==> config.mk <==
export PLATFORM = sky130hd
export DESIGN_NAME = ecah_ctrl
export DESIGN_NICKNAME = d
export VERILOG_FILES = /design/src/rtl/ecah_pkg.sv /design/src/rtl/ecah_ctrl.sv
export SDC_FILE = /design/constraint.sdc
export NUM_CORES = 1
export LEC_CHECK = 0
export ABC_AREA = 1
export BUFFER_PORTS_ARGS = -buffer_cell sky130_fd_sc_hd__buf_4
export CORE_MARGIN = 2
export CORE_UTILIZATION = 35
export DETAILED_ROUTE_END_ITERATION = 7
export SLEW_MARGIN = 0
export SYNTH_ARGS = -nofsm -noshare
export SYNTH_HDL_FRONTEND = slang
export SYNTH_SLANG_ARGS = --single-unit
==> constraint.sdc <==
create_clock -name clk -period 1.7 [get_ports clk]
set_clock_uncertainty 0.2 [all_clocks]
set_input_delay 0.51 -clock clk [delete_from_list [all_inputs] [get_ports clk]]
set_output_delay 0.51 -clock clk [all_outputs]
set_load 0.02 [all_outputs]
==> src/rtl/ecah_pkg.sv <==
// shared types, constants and helpers for the elementary ca history engine
// no dependencies; used by every module of the block by scoped names
`default_nettype none

package ecah_pkg;

	// geometry of the automaton and of the history store
	localparam int CELLS = 64;
	localparam int DEPTH = 256;
	localparam int ADDR_W = $clog2(DEPTH);
	localparam int ROW_W = 64;
	localparam logic [8:0] DEPTH_CAP = (DEPTH < 256) ? 9'(DEPTH) : 9'd256;

	// command codes of an input beat
	typedef enum logic [1:0] {
		CMD_RESTART = 2'd0,
		CMD_NEXT    = 2'd1,
		CMD_SEEK    = 2'd2
	} cmd_t;

	// status codes of a result beat
	typedef enum logic [1:0] {
		STAT_OK    = 2'd0,
		STAT_LIMIT = 2'd1,
		STAT_RANGE = 2'd2
	} stat_t;

	// configuration register indexes
	typedef enum logic [1:0] {
		REG_RULE   = 2'd0,
		REG_DEPTH  = 2'd1,
		REG_START  = 2'd2,
		REG_CENTER = 2'd3
	} cfg_reg_t;

	// controller to datapath commands
	typedef struct packed {
		logic capture;    // latch target of the accepted beat
		logic load_seed;  // load generation zero and store it
		logic rd_en;      // read one history row
		logic rd_next;    // read address: 1 current + 1, 0 target
		logic load_rd;    // take the read row as current
		logic gen;        // compute, store and move to a new generation
	} dp_cmd_t;

	// datapath to controller status
	typedef struct packed {
		logic cur_lt_high;
		logic at_limit;
		logic tgt_out;
		logic tgt_le_high;
		logic cur_lt_tgt;
	} dp_flags_t;

	// history address of a generation number
	function automatic logic [ADDR_W-1:0] gen_addr(logic [7:0] g);
		logic [31:0] wide;
		wide = 32'(g);
		return wide[ADDR_W-1:0];
	endfunction

endpackage

`default_nettype wire

==> src/rtl/ecah_ctrl.sv <==
// controller: decodes a command beat and sequences reads, steps and the result strobe
// depends on ecah_pkg
`default_nettype none

module ecah_ctrl (
	input  wire logic                 clk,
	input  wire logic                 arst_n,
	input  wire logic                 start,
	input  wire logic [1:0]           command,
	input  wire ecah_pkg::dp_flags_t  flags,
	output ecah_pkg::dp_cmd_t         dp_cmd,
	output logic                      busy,
	output logic                      done,
	output logic [1:0]                status
);

	typedef enum logic [1:0] {
		S_IDLE,
		S_DECODE,
		S_WALK,
		S_LOAD
	} state_t;

	state_t           state_q;
	logic [1:0]       cmd_q;
	logic             walk_q;
	logic             busy_q;
	logic             done_q;
	ecah_pkg::stat_t  status_q;

	// datapath commands per state
	always_comb begin
		dp_cmd = '0;
		unique case (state_q)
			S_IDLE: begin
				dp_cmd.capture = start & ~busy_q;
			end
			S_DECODE: begin
				case (cmd_q)
					ecah_pkg::CMD_RESTART: begin
						dp_cmd.load_seed = 1'b1;
					end
					ecah_pkg::CMD_NEXT: begin
						if (flags.cur_lt_high) begin
							dp_cmd.rd_en   = 1'b1;
							dp_cmd.rd_next = 1'b1;
						end else if (!flags.at_limit) begin
							dp_cmd.gen = 1'b1;
						end
					end
					ecah_pkg::CMD_SEEK: begin
						if (!flags.tgt_out && flags.tgt_le_high) begin
							dp_cmd.rd_en = 1'b1;
						end
					end
					default: begin
					end
				endcase
			end
			S_WALK: begin
				if (flags.cur_lt_tgt) begin
					if (flags.cur_lt_high) begin
						dp_cmd.rd_en   = 1'b1;
						dp_cmd.rd_next = 1'b1;
					end else begin
						dp_cmd.gen = 1'b1;
					end
				end
			end
			S_LOAD: begin
				dp_cmd.load_rd = 1'b1;
			end
		endcase
	end

	// state, status and result strobe
	always_ff @(posedge clk or negedge arst_n) begin
		if (!arst_n) begin
			state_q  <= S_IDLE;
			cmd_q    <= '0;
			walk_q   <= 1'b0;
			busy_q   <= 1'b0;
			done_q   <= 1'b0;
			status_q <= ecah_pkg::STAT_OK;
		end else begin
			done_q <= 1'b0;
			unique case (state_q)
				S_IDLE: begin
					if (start && !busy_q) begin
						cmd_q    <= command;
						busy_q   <= 1'b1;
						status_q <= ecah_pkg::STAT_OK;
						state_q  <= S_DECODE;
					end
				end
				S_DECODE: begin
					walk_q <= 1'b0;
					// default: finish now with the present state
					state_q <= S_IDLE;
					busy_q  <= 1'b0;
					done_q  <= 1'b1;
					case (cmd_q)
						ecah_pkg::CMD_NEXT: begin
							if (flags.cur_lt_high) begin
								state_q <= S_LOAD;
								busy_q  <= 1'b1;
								done_q  <= 1'b0;
							end else if (flags.at_limit) begin
								status_q <= ecah_pkg::STAT_LIMIT;
							end
						end
						ecah_pkg::CMD_SEEK: begin
							if (flags.tgt_out) begin
								status_q <= ecah_pkg::STAT_RANGE;
							end else if (flags.tgt_le_high) begin
								state_q <= S_LOAD;
								busy_q  <= 1'b1;
								done_q  <= 1'b0;
							end else begin
								state_q <= S_WALK;
								busy_q  <= 1'b1;
								done_q  <= 1'b0;
							end
						end
						default: begin
						end
					endcase
				end
				S_WALK: begin
					// step until the target generation is current
					if (!flags.cur_lt_tgt) begin
						state_q <= S_IDLE;
						busy_q  <= 1'b0;
						done_q  <= 1'b1;
					end else if (flags.cur_lt_high) begin
						walk_q  <= 1'b1;
						state_q <= S_LOAD;
					end
				end
				S_LOAD: begin
					if (walk_q) begin
						state_q <= S_WALK;
					end else begin
						state_q <= S_IDLE;
						busy_q  <= 1'b0;
						done_q  <= 1'b1;
					end
				end
			endcase
		end
	end

	assign busy   = busy_q;
	assign done   = done_q;
	assign status = status_q;

endmodule

`default_nettype wire

## After elaboration in Yosys (flattened, before gate mapping)

Cells that the tools add are included.

| operators by class | value |
|---|---|
| eq/ne operators | 15 |
| muxes and demuxes | 45 |
| bitwise operators | 2 |
| reductions and logical operators | 13 |

Operators with widths:

| cell | number |
|---|---|
| $mux W1 | 22 |
| $mux W2 | 11 |
| $pmux W2 S2 | 4 |
| $ne A3 B3 Y1 const B | 4 |
| $ne A2 B2 Y1 const B | 5 |
| $pmux W1 S2 | 5 |
| $pmux W2 S4 | 1 |
| $eq A2 B2 Y1 const B | 3 |
| $reduce_and A3 Y1 | 2 |
| $reduce_and A6 Y1 | 1 |
| $eq A2 B1 Y1 const B | 2 |
| $logic_not A2 Y1 | 2 |
| $pmux W1 S4 | 1 |
| $reduce_and A2 Y1 | 2 |
| $reduce_bool A2 Y1 | 2 |
| $ne A3 B2 Y1 const B | 1 |
| $pmux W1 S3 | 1 |
| $logic_and A1 B1 Y1 | 2 |
| $logic_not A1 Y1 | 2 |
| $and A1 B1 Y1 | 1 |
| $not A1 Y1 | 1 |

| word-level totals | value |
|---|---|
| flip-flop bits (word level) | 9 |
| bits of input ports | 10 |
| output and inout bits | 10 |
| word-level logic and storage cells | 81 |

## Logic depth before layout (Yosys ltp)

Gate-level depths: netlist of the first run.

| logic depth | value |
|---|---|
| depth after elaboration | 5 |
| depth in mapped cells | 9 |
| mapped depth without buffers | 9 |

## Worst setup path after synthesis of the first run

OpenSTA, ideal clock, no wires.

| timing | value |
|---|---|
| path type | reg-to-output |
| from | register state_q[1] |
| to | output dp_cmd[3] in the netlist's numbering |
| data arrival time | 1.285 ns |
| required time | 0.990 ns |
| path slack | -0.295 ns |
| cell stages (with the launch flop) | 8 |
| cells stage by stage | dfrtp_1 -> inv_1 -> ha_1 -> buf_6 -> nand2_1 -> inv_2 -> nand2_1 -> a21oi_1 |

RTL lines:

| what | line | text |
|---|---|---|
| from (decl) | ecah_ctrl.sv:24 | `state_t state_q;` |
| from (signal assigned) | ecah_ctrl.sv:79 | `state_q <= S_IDLE;` |
| from (signal assigned) | ecah_ctrl.sv:93 | `state_q <= S_DECODE;` |
| from (signal assigned) | ecah_ctrl.sv:99 | `state_q <= S_IDLE;` |
| to (decl) | ecah_ctrl.sv:11 | `output ecah_pkg::dp_cmd_t dp_cmd,` |

==> results of run 1 <==
-- final cells by class --
cell class	instances	area, um2	share of cell area, %
Clock buffer	4	26.3	1.93
Inverter	22	87.6	6.43
Multi-Input combinational cell	72	566	41.5
Sequential cell	9	226	16.6
Tap cell	27	33.8	2.48
Timing Repair Buffer	52	423	31.0
-- cells by family (layout without fill, tap and decap cells) --
family,count (synthesis),in the layout,share of synthesized area (%)
compound gates,12,12,8.32
fa+ha+maj,9,9,15.3
buf+inv,23,78,12.7
flops,9,9,30.6
simple gates,51,51,33.1
-- power breakdown --
group	switching (mW)	total [mW]	internal (mW)
Combinational	0.959	1.88	0.921
Clock	0.0812	0.172	0.0908
Sequential	0.0745	0.376	0.302
-- cell usage after synthesis, drive strengths merged --
library cell	count	share of area [%]
ha	9	15
o22ai	1	0.85
nand4	1	0.85
nor2	3	2.5
inv	21	11
a21oi	6	4.1
dfrtp	9	31
o21ai	5	3.4
nand2	35	20
clkinv	1	0.51
buf	1	1.5
nand3	12	10
-- through the flow --
| step | power [mW] | setup WS, ns | hold WS (ns) | util (%) | cell area [um2] |
|---|---|---|---|---|---|
| after detailed placement | 1.79 | -0.243 | 0.148 | 55.3 | 1100 |
| final | 2.43 | -0.448 | 0.262 | 68.8 | 1360 |
| after global placement | 1.77 | -0.217 | 0.142 | 55.3 | 1100 |
| after global routing | 2.64 | -0.536 | 0.275 | 68.8 | 1360 |
| after floorplan | 1.25 | -0.150 | 0.0144 | - | 773 |
| after CTS | 2.20 | -0.434 | 0.256 | 63.4 | 1260 |
-- metal layers --
layer / GRT usage, % / share of wire (%) / routed length [um]
met5: 0 / 0 / 0
met1: 20.2 / 38 / 845
met3: 4.55 / 3.4 / 75
met4: 6.94 / 1.5 / 34
met2: 33.3 / 56 / 1240
-- worst max-delay path, delay by kind of cell (launching register included) --
family,cells,cell delay (ns)
flops,1,0.39
compound gates,1,0.12
buf+inv,3,0.28
simple gates,2,0.10
fa+ha+maj,1,0.28
-- what timing repair did --
item,in CTS,in global routing
hold buffers,1,0
gates resized for setup,18,17
setup endpoints to repair,6,9
hold endpoints to repair,9,0
buffers inserted,6,6
pin swaps,3,13
gates cloned,0,0
-- how the worst max path moves through the flow --
stage                                start  depth (start not counted)  slack, ns         to
finish                cmd_q[0]$_DFFE_PN0P_                          7      -0.45  dp_cmd[3]
global route          cmd_q[0]$_DFFE_PN0P_                          7      -0.54  dp_cmd[3]
CTS                   cmd_q[0]$_DFFE_PN0P_                          7      -0.43  dp_cmd[3]
detailed placement    cmd_q[0]$_DFFE_PN0P_                          7      -0.24  dp_cmd[3]
global placement      cmd_q[0]$_DFFE_PN0P_                          7      -0.22  dp_cmd[3]
floorplan           state_q[1]$_DFFE_PN0P_                          7      -0.15  dp_cmd[3]
-- state kept, by name (all words and copies together) (netlist names) --
| name | cells |
|---|---|
| busy | 1 |
| state_q | 2 |
| done | 1 |
| walk_q | 1 |
| cmd_q | 2 |
| status | 2 |
==> metrics.log, run 1 <==
INFO  metric slew_limit_headroom = 86.2%
INFO  metric timing.critical_path.from_type = register
INFO  metric cp_data_arrival_time = 1.44 ns
INFO  metric max_vdd_drop = 1030 uV
INFO  metric tritoncts_num_sinks = 9
INFO  metric leakage = around 0.73 nW
INFO  metric cp_cell_sequence = inv_2, ha_4, nand2_2, inv_2, nand2_2, a21oi_4, buf_6
INFO  metric clock_tree.root_cell = clkbuf_4
INFO  metric status = complete, but fails checks
INFO  metric via_per_inst = roughly 4.5
INFO  metric r2r_setup_slack = -0.08 ns
INFO  metric hold-path-endpoint = cmd_q[0]$_DFFE_PN0P_
INFO  metric drtAntennaViolNets = 0
INFO  metric timing.final.crit_share = 126%
INFO  metric most_frequent_cells_in_the_layout = buf_4, nand2_1, inv_2
INFO  metric global_route_wire_length_before_repair = 3330 um
INFO  metric yosys_warnings = 0
INFO  metric crit_path_max_fanout = 4
INFO  metric fillerInstances = 164
INFO  metric worst_path_largest_cell_delay = 0.39 ns
INFO  metric dp.final_hpwl = ~1500 um
INFO  metric placed_cells = 170
INFO  metric report.final.setup_viol = 8
INFO  metric antennaDiodeCount = 0
INFO  metric post_route_cells_drive_above_1_share = 59.1%
INFO  metric die-area = 2490 um2
INFO  metric antenna_found_initial = 0
INFO  metric wl = 2200 um
INFO  metric drtPass1Iterations = 4
INFO  metric cp_slowest_cell = dfrtp_1
INFO  metric initial_utilization = 37.2%
INFO  metric grt_start_max_net_pins = 10
INFO  metric synth.lib_cells_used.distinct = 17
INFO  metric fp.dieW = 49.9 um
INFO  metric final.setup.tns = -2.17 ns
INFO  metric port-buffer-count = 19
INFO  metric r2r.worst_path.cells = 11
INFO  metric clock_latency = 0.27 ns
INFO  metric end_kind = output port
INFO  metric fp.coreArea = 1980 um2
INFO  metric remaining_drc_errors = 0
INFO  metric worstReg2RegEnd = status[0]$_DFFE_PN0P_
INFO  metric timing.critical_path.required = 0.99 ns
INFO  metric syn_area_per_cell = approximately 7.1 um2
INFO  metric hold_violations = 0
INFO  metric worst_hold_path_cell_count = 3
INFO  metric drt-wirelength-per-cell = 11.8 um
INFO  metric syn_nets = ~120
INFO  metric hold_path_class = input pin to register
INFO  metric grt_pass1_vias = 808
INFO  metric clock_buffer_depth = 2
INFO  metric layout_setup_ws = -0.448 ns
INFO  metric slew_violations = 0
INFO  metric r2r_startpoint = state_q[0]$_DFFE_PN0P_
INFO  metric grt_util_all_layers = approximately 18%
INFO  metric drv_cap = 0
INFO  metric worst_slew_pin_slew = 0.205 ns
INFO  metric drt_first_iter_violations = 17
INFO  metric hold_path.startpoint = command[0]
INFO  metric synth.ff_latch_count = 9
INFO  metric cts-htree-levels = 1
INFO  metric nets = 179
INFO  metric final_critical_path_required_period = 2.15 ns
INFO  metric synth_sequential_area_ratio = 30.6%
INFO  metric finish.cell_count_without_fillers = 186
INFO  metric mostFrequentLayoutCell = buf_4
INFO  metric cts-buffers-inserted = 3
INFO  metric syn2layout_area_growth = 84.9%
INFO  metric vias = around 850
INFO  metric tritoncts = yes
INFO  metric globalRoute.totalOverflow = 0
INFO  metric violations_in_the_final_reports = setup timing
INFO  metric clk_pin_slew = approximately 0.06 ns
INFO  metric postSynthCellCount = 104
INFO  metric post_synth_design_cell_area = 737 um2
INFO  metric path_type_of_the_worst_setup_path = register to output port
INFO  metric die_height = 49.9 um
INFO  metric globalplace.congestion = about 0.82
INFO  metric rows = 16
INFO  metric p_per_area = 1780 nW/um2
INFO  metric setup_repair_after_global_routing_missed_its_margin = true
INFO  metric timing.fmax = approximately 0.47 GHz
INFO  metric i_o_pin_total = 20
Note: power is estimated with default switching activity, not from simulation.
==> run 2: changes to the inputs <==
--- a/config.mk
+++ b/config.mk
@@ -7,7 +7,6 @@
 export LEC_CHECK = 0
 export ABC_AREA = 1
 export BUFFER_PORTS_ARGS = -buffer_cell sky130_fd_sc_hd__buf_4
-export CORE_MARGIN = 2
 export CORE_UTILIZATION = 35
 export DETAILED_ROUTE_END_ITERATION = 7
 export SLEW_MARGIN = 0
==> metrics.log, run 2 (synthesis results as in run 1) <==
INFO  metric status = complete, but fails checks
INFO  metric violations_in_the_final_reports = setup timing
INFO  metric remaining_drc_errors = 0
INFO  metric path_type_of_the_worst_setup_path = register to output port
INFO  metric rows = 16
INFO  metric drtPass1Iterations = 4
INFO  metric hold_path.startpoint = command[1]
INFO  metric placed_cells = 169
INFO  metric drtAntennaViolNets = 0
INFO  metric port-buffer-count = 19
INFO  metric via_per_inst = about 4.5
INFO  metric post_route_cells_drive_above_1_share = 58.2%
INFO  metric die-area = roughly 2300 um2
INFO  metric finish.cell_count_without_fillers = 180
INFO  metric antennaDiodeCount = 0
INFO  metric vias = 803
INFO  metric slew_limit_headroom = 90.0%
INFO  metric r2r_setup_slack = roughly 0.060 ns
INFO  metric total_power = 2.39 mW
INFO  metric globalplace.congestion = 0.843
INFO  metric die_height = between 40 and 50 um
INFO  metric clock_tree.root_cell = clkbuf_4
INFO  metric most_frequent_cells_in_the_layout = buf_4, nand2_1, inv_2
INFO  metric regArea = 226 um2
INFO  metric clock_latency = between 0.2 and 0.3 ns
INFO  metric dp_worst_setup_slack = -0.259 ns
INFO  metric timing.critical_path.from_type = register
INFO  metric cts-buffers-inserted = 3
INFO  metric cts-htree-levels = 1
INFO  metric final_critical_path_required_period = 2.15 ns
INFO  metric drt-wirelength-per-cell = 11.0 um
INFO  metric grt_util_all_layers = 19.4%
INFO  metric nets = roughly 170
INFO  metric multi_input_comb_area = 564 um2
INFO  metric r2r.worst_path.cells = 10
INFO  metric timing.critical_path.required = 0.99 ns
INFO  metric drt_first_iter_violations = 20
INFO  metric leakage = 0.699 nW
INFO  metric wl = 1980 um
INFO  metric worstReg2RegEnd = status[1]$_DFFE_PN0P_
INFO  metric globalRoute.totalOverflow = 0
INFO  metric fillerInstances = roughly 170
INFO  metric fp.coreArea = 1960 um2
INFO  metric tritoncts = yes
INFO  metric syn2layout_area_growth = 79.6%
INFO  metric hold-path-endpoint = cmd_q[1]$_DFFE_PN0P_
INFO  metric clock_buffer_depth = 2
INFO  metric drv_cap = 0
INFO  metric setup_repair_after_global_routing_missed_its_margin = true
INFO  metric report.final.setup_viol = 6
INFO  metric hold_path_class = input pin to register
INFO  metric slew_violations = 0
INFO  metric cp_data_arrival_time = roughly 1.4 ns
INFO  metric grt_start_max_net_pins = 10
INFO  metric fp.dieW = 47.9 um
INFO  metric tritoncts_num_sinks = 9
INFO  metric worst_hold_path_cell_count = 3
INFO  metric dp.final_hpwl = 1490 um
INFO  metric clk_pin_slew = 0.07 ns
INFO  metric crit_path_max_fanout = 5
INFO  metric r2r_startpoint = state_q[1]$_DFFE_PN0P_
INFO  metric layout_setup_ws = -0.451 ns
INFO  metric antenna_found_initial = 0
INFO  metric p_per_area = about 1800 nW/um2
INFO  metric initial_utilization = 37.6%
INFO  metric hold_violations = 0
INFO  metric grt_pass1_vias = about 700
INFO  metric end_kind = output port
INFO  metric max_vdd_drop = 1000 uV
INFO  metric i_o_pin_total = 20
INFO  metric final.setup.tns = -2.19 ns
INFO  metric worst_slew_pin_slew = ~0.15 ns
INFO  metric global_route_wire_length_before_repair = 2920 um
INFO  metric timing.final.crit_share = 127%
INFO  metric timing.fmax = ~0.46 GHz
INFO  metric mostFrequentLayoutCell = buf_4
## run 2: report_power, final
part / switching, mW / total (mW) / internal, mW
Combinational: 0.936 / 1.84 / 0.905
Sequential: 0.0677 / 0.369 / 0.302
Clock: 0.0867 / 0.178 / 0.0910
## run 2: cell type report
type | instances | area share, %
inverters | 22 | 6.81
repair buffers | 46 | 28.9
multi-input cells | 72 | 42.6
well taps | 27 | 2.55
clock buffers | 4 | 1.98
flip-flops and latches | 9 | 17.1
## run 2: worst max path at each step
| stage | start | endpoint |
|---|---|---|
| floorplan | state_q[1]$_DFFE_PN0P_ | dp_cmd[3] |
| global placement | cmd_q[1]$_DFFE_PN0P_ | dp_cmd[3] |
| detailed placement | cmd_q[0]$_DFFE_PN0P_ | dp_cmd[3] |
| CTS | cmd_q[0]$_DFFE_PN0P_ | dp_cmd[3] |
| global route | cmd_q[0]$_DFFE_PN0P_ | dp_cmd[3] |
| finish | state_q[1]$_DFFE_PN0P_ | dp_cmd[3] |
## run 2: what timing repair did
item,CTS,global route
pin swaps,7,6
hold endpoints to repair,9,0
buffers inserted,4,3
endpoints found under the setup margin,6,9
hold buffers,1,0
resized for setup,20,15
## run 2: layer usage
layer | share of wire (%) | vias to the layer above | global-route usage [%]
met2 | 50 | 19 | 33.0
met4 | 2.1 | 0 | 10.0
met3 | 4.0 | 4 | 3.77
met1 | 44 | 361 | 22.8
li1 | - | 419 | -
met5 | 0 | - | 0
## run 2: critical path: stages, from the launching register on
cell     delay (ns)
dfrtp_2        0.46
inv_4          0.09
ha_4           0.16
nand2_2        0.06
inv_2          0.05
nand2_2        0.07
a21oi_4        0.14
buf_6          0.14
## run 2: through the flow
step	hold WS [ns]	area, um2	util (%)
after CTS	0.246	1230	62.8
after detailed placement	0.145	1090	55.5
after global routing	0.260	1320	67.5
final	0.250	1320	67.5
after floorplan	0.0144	773	-
after global placement	0.145	1090	55.5
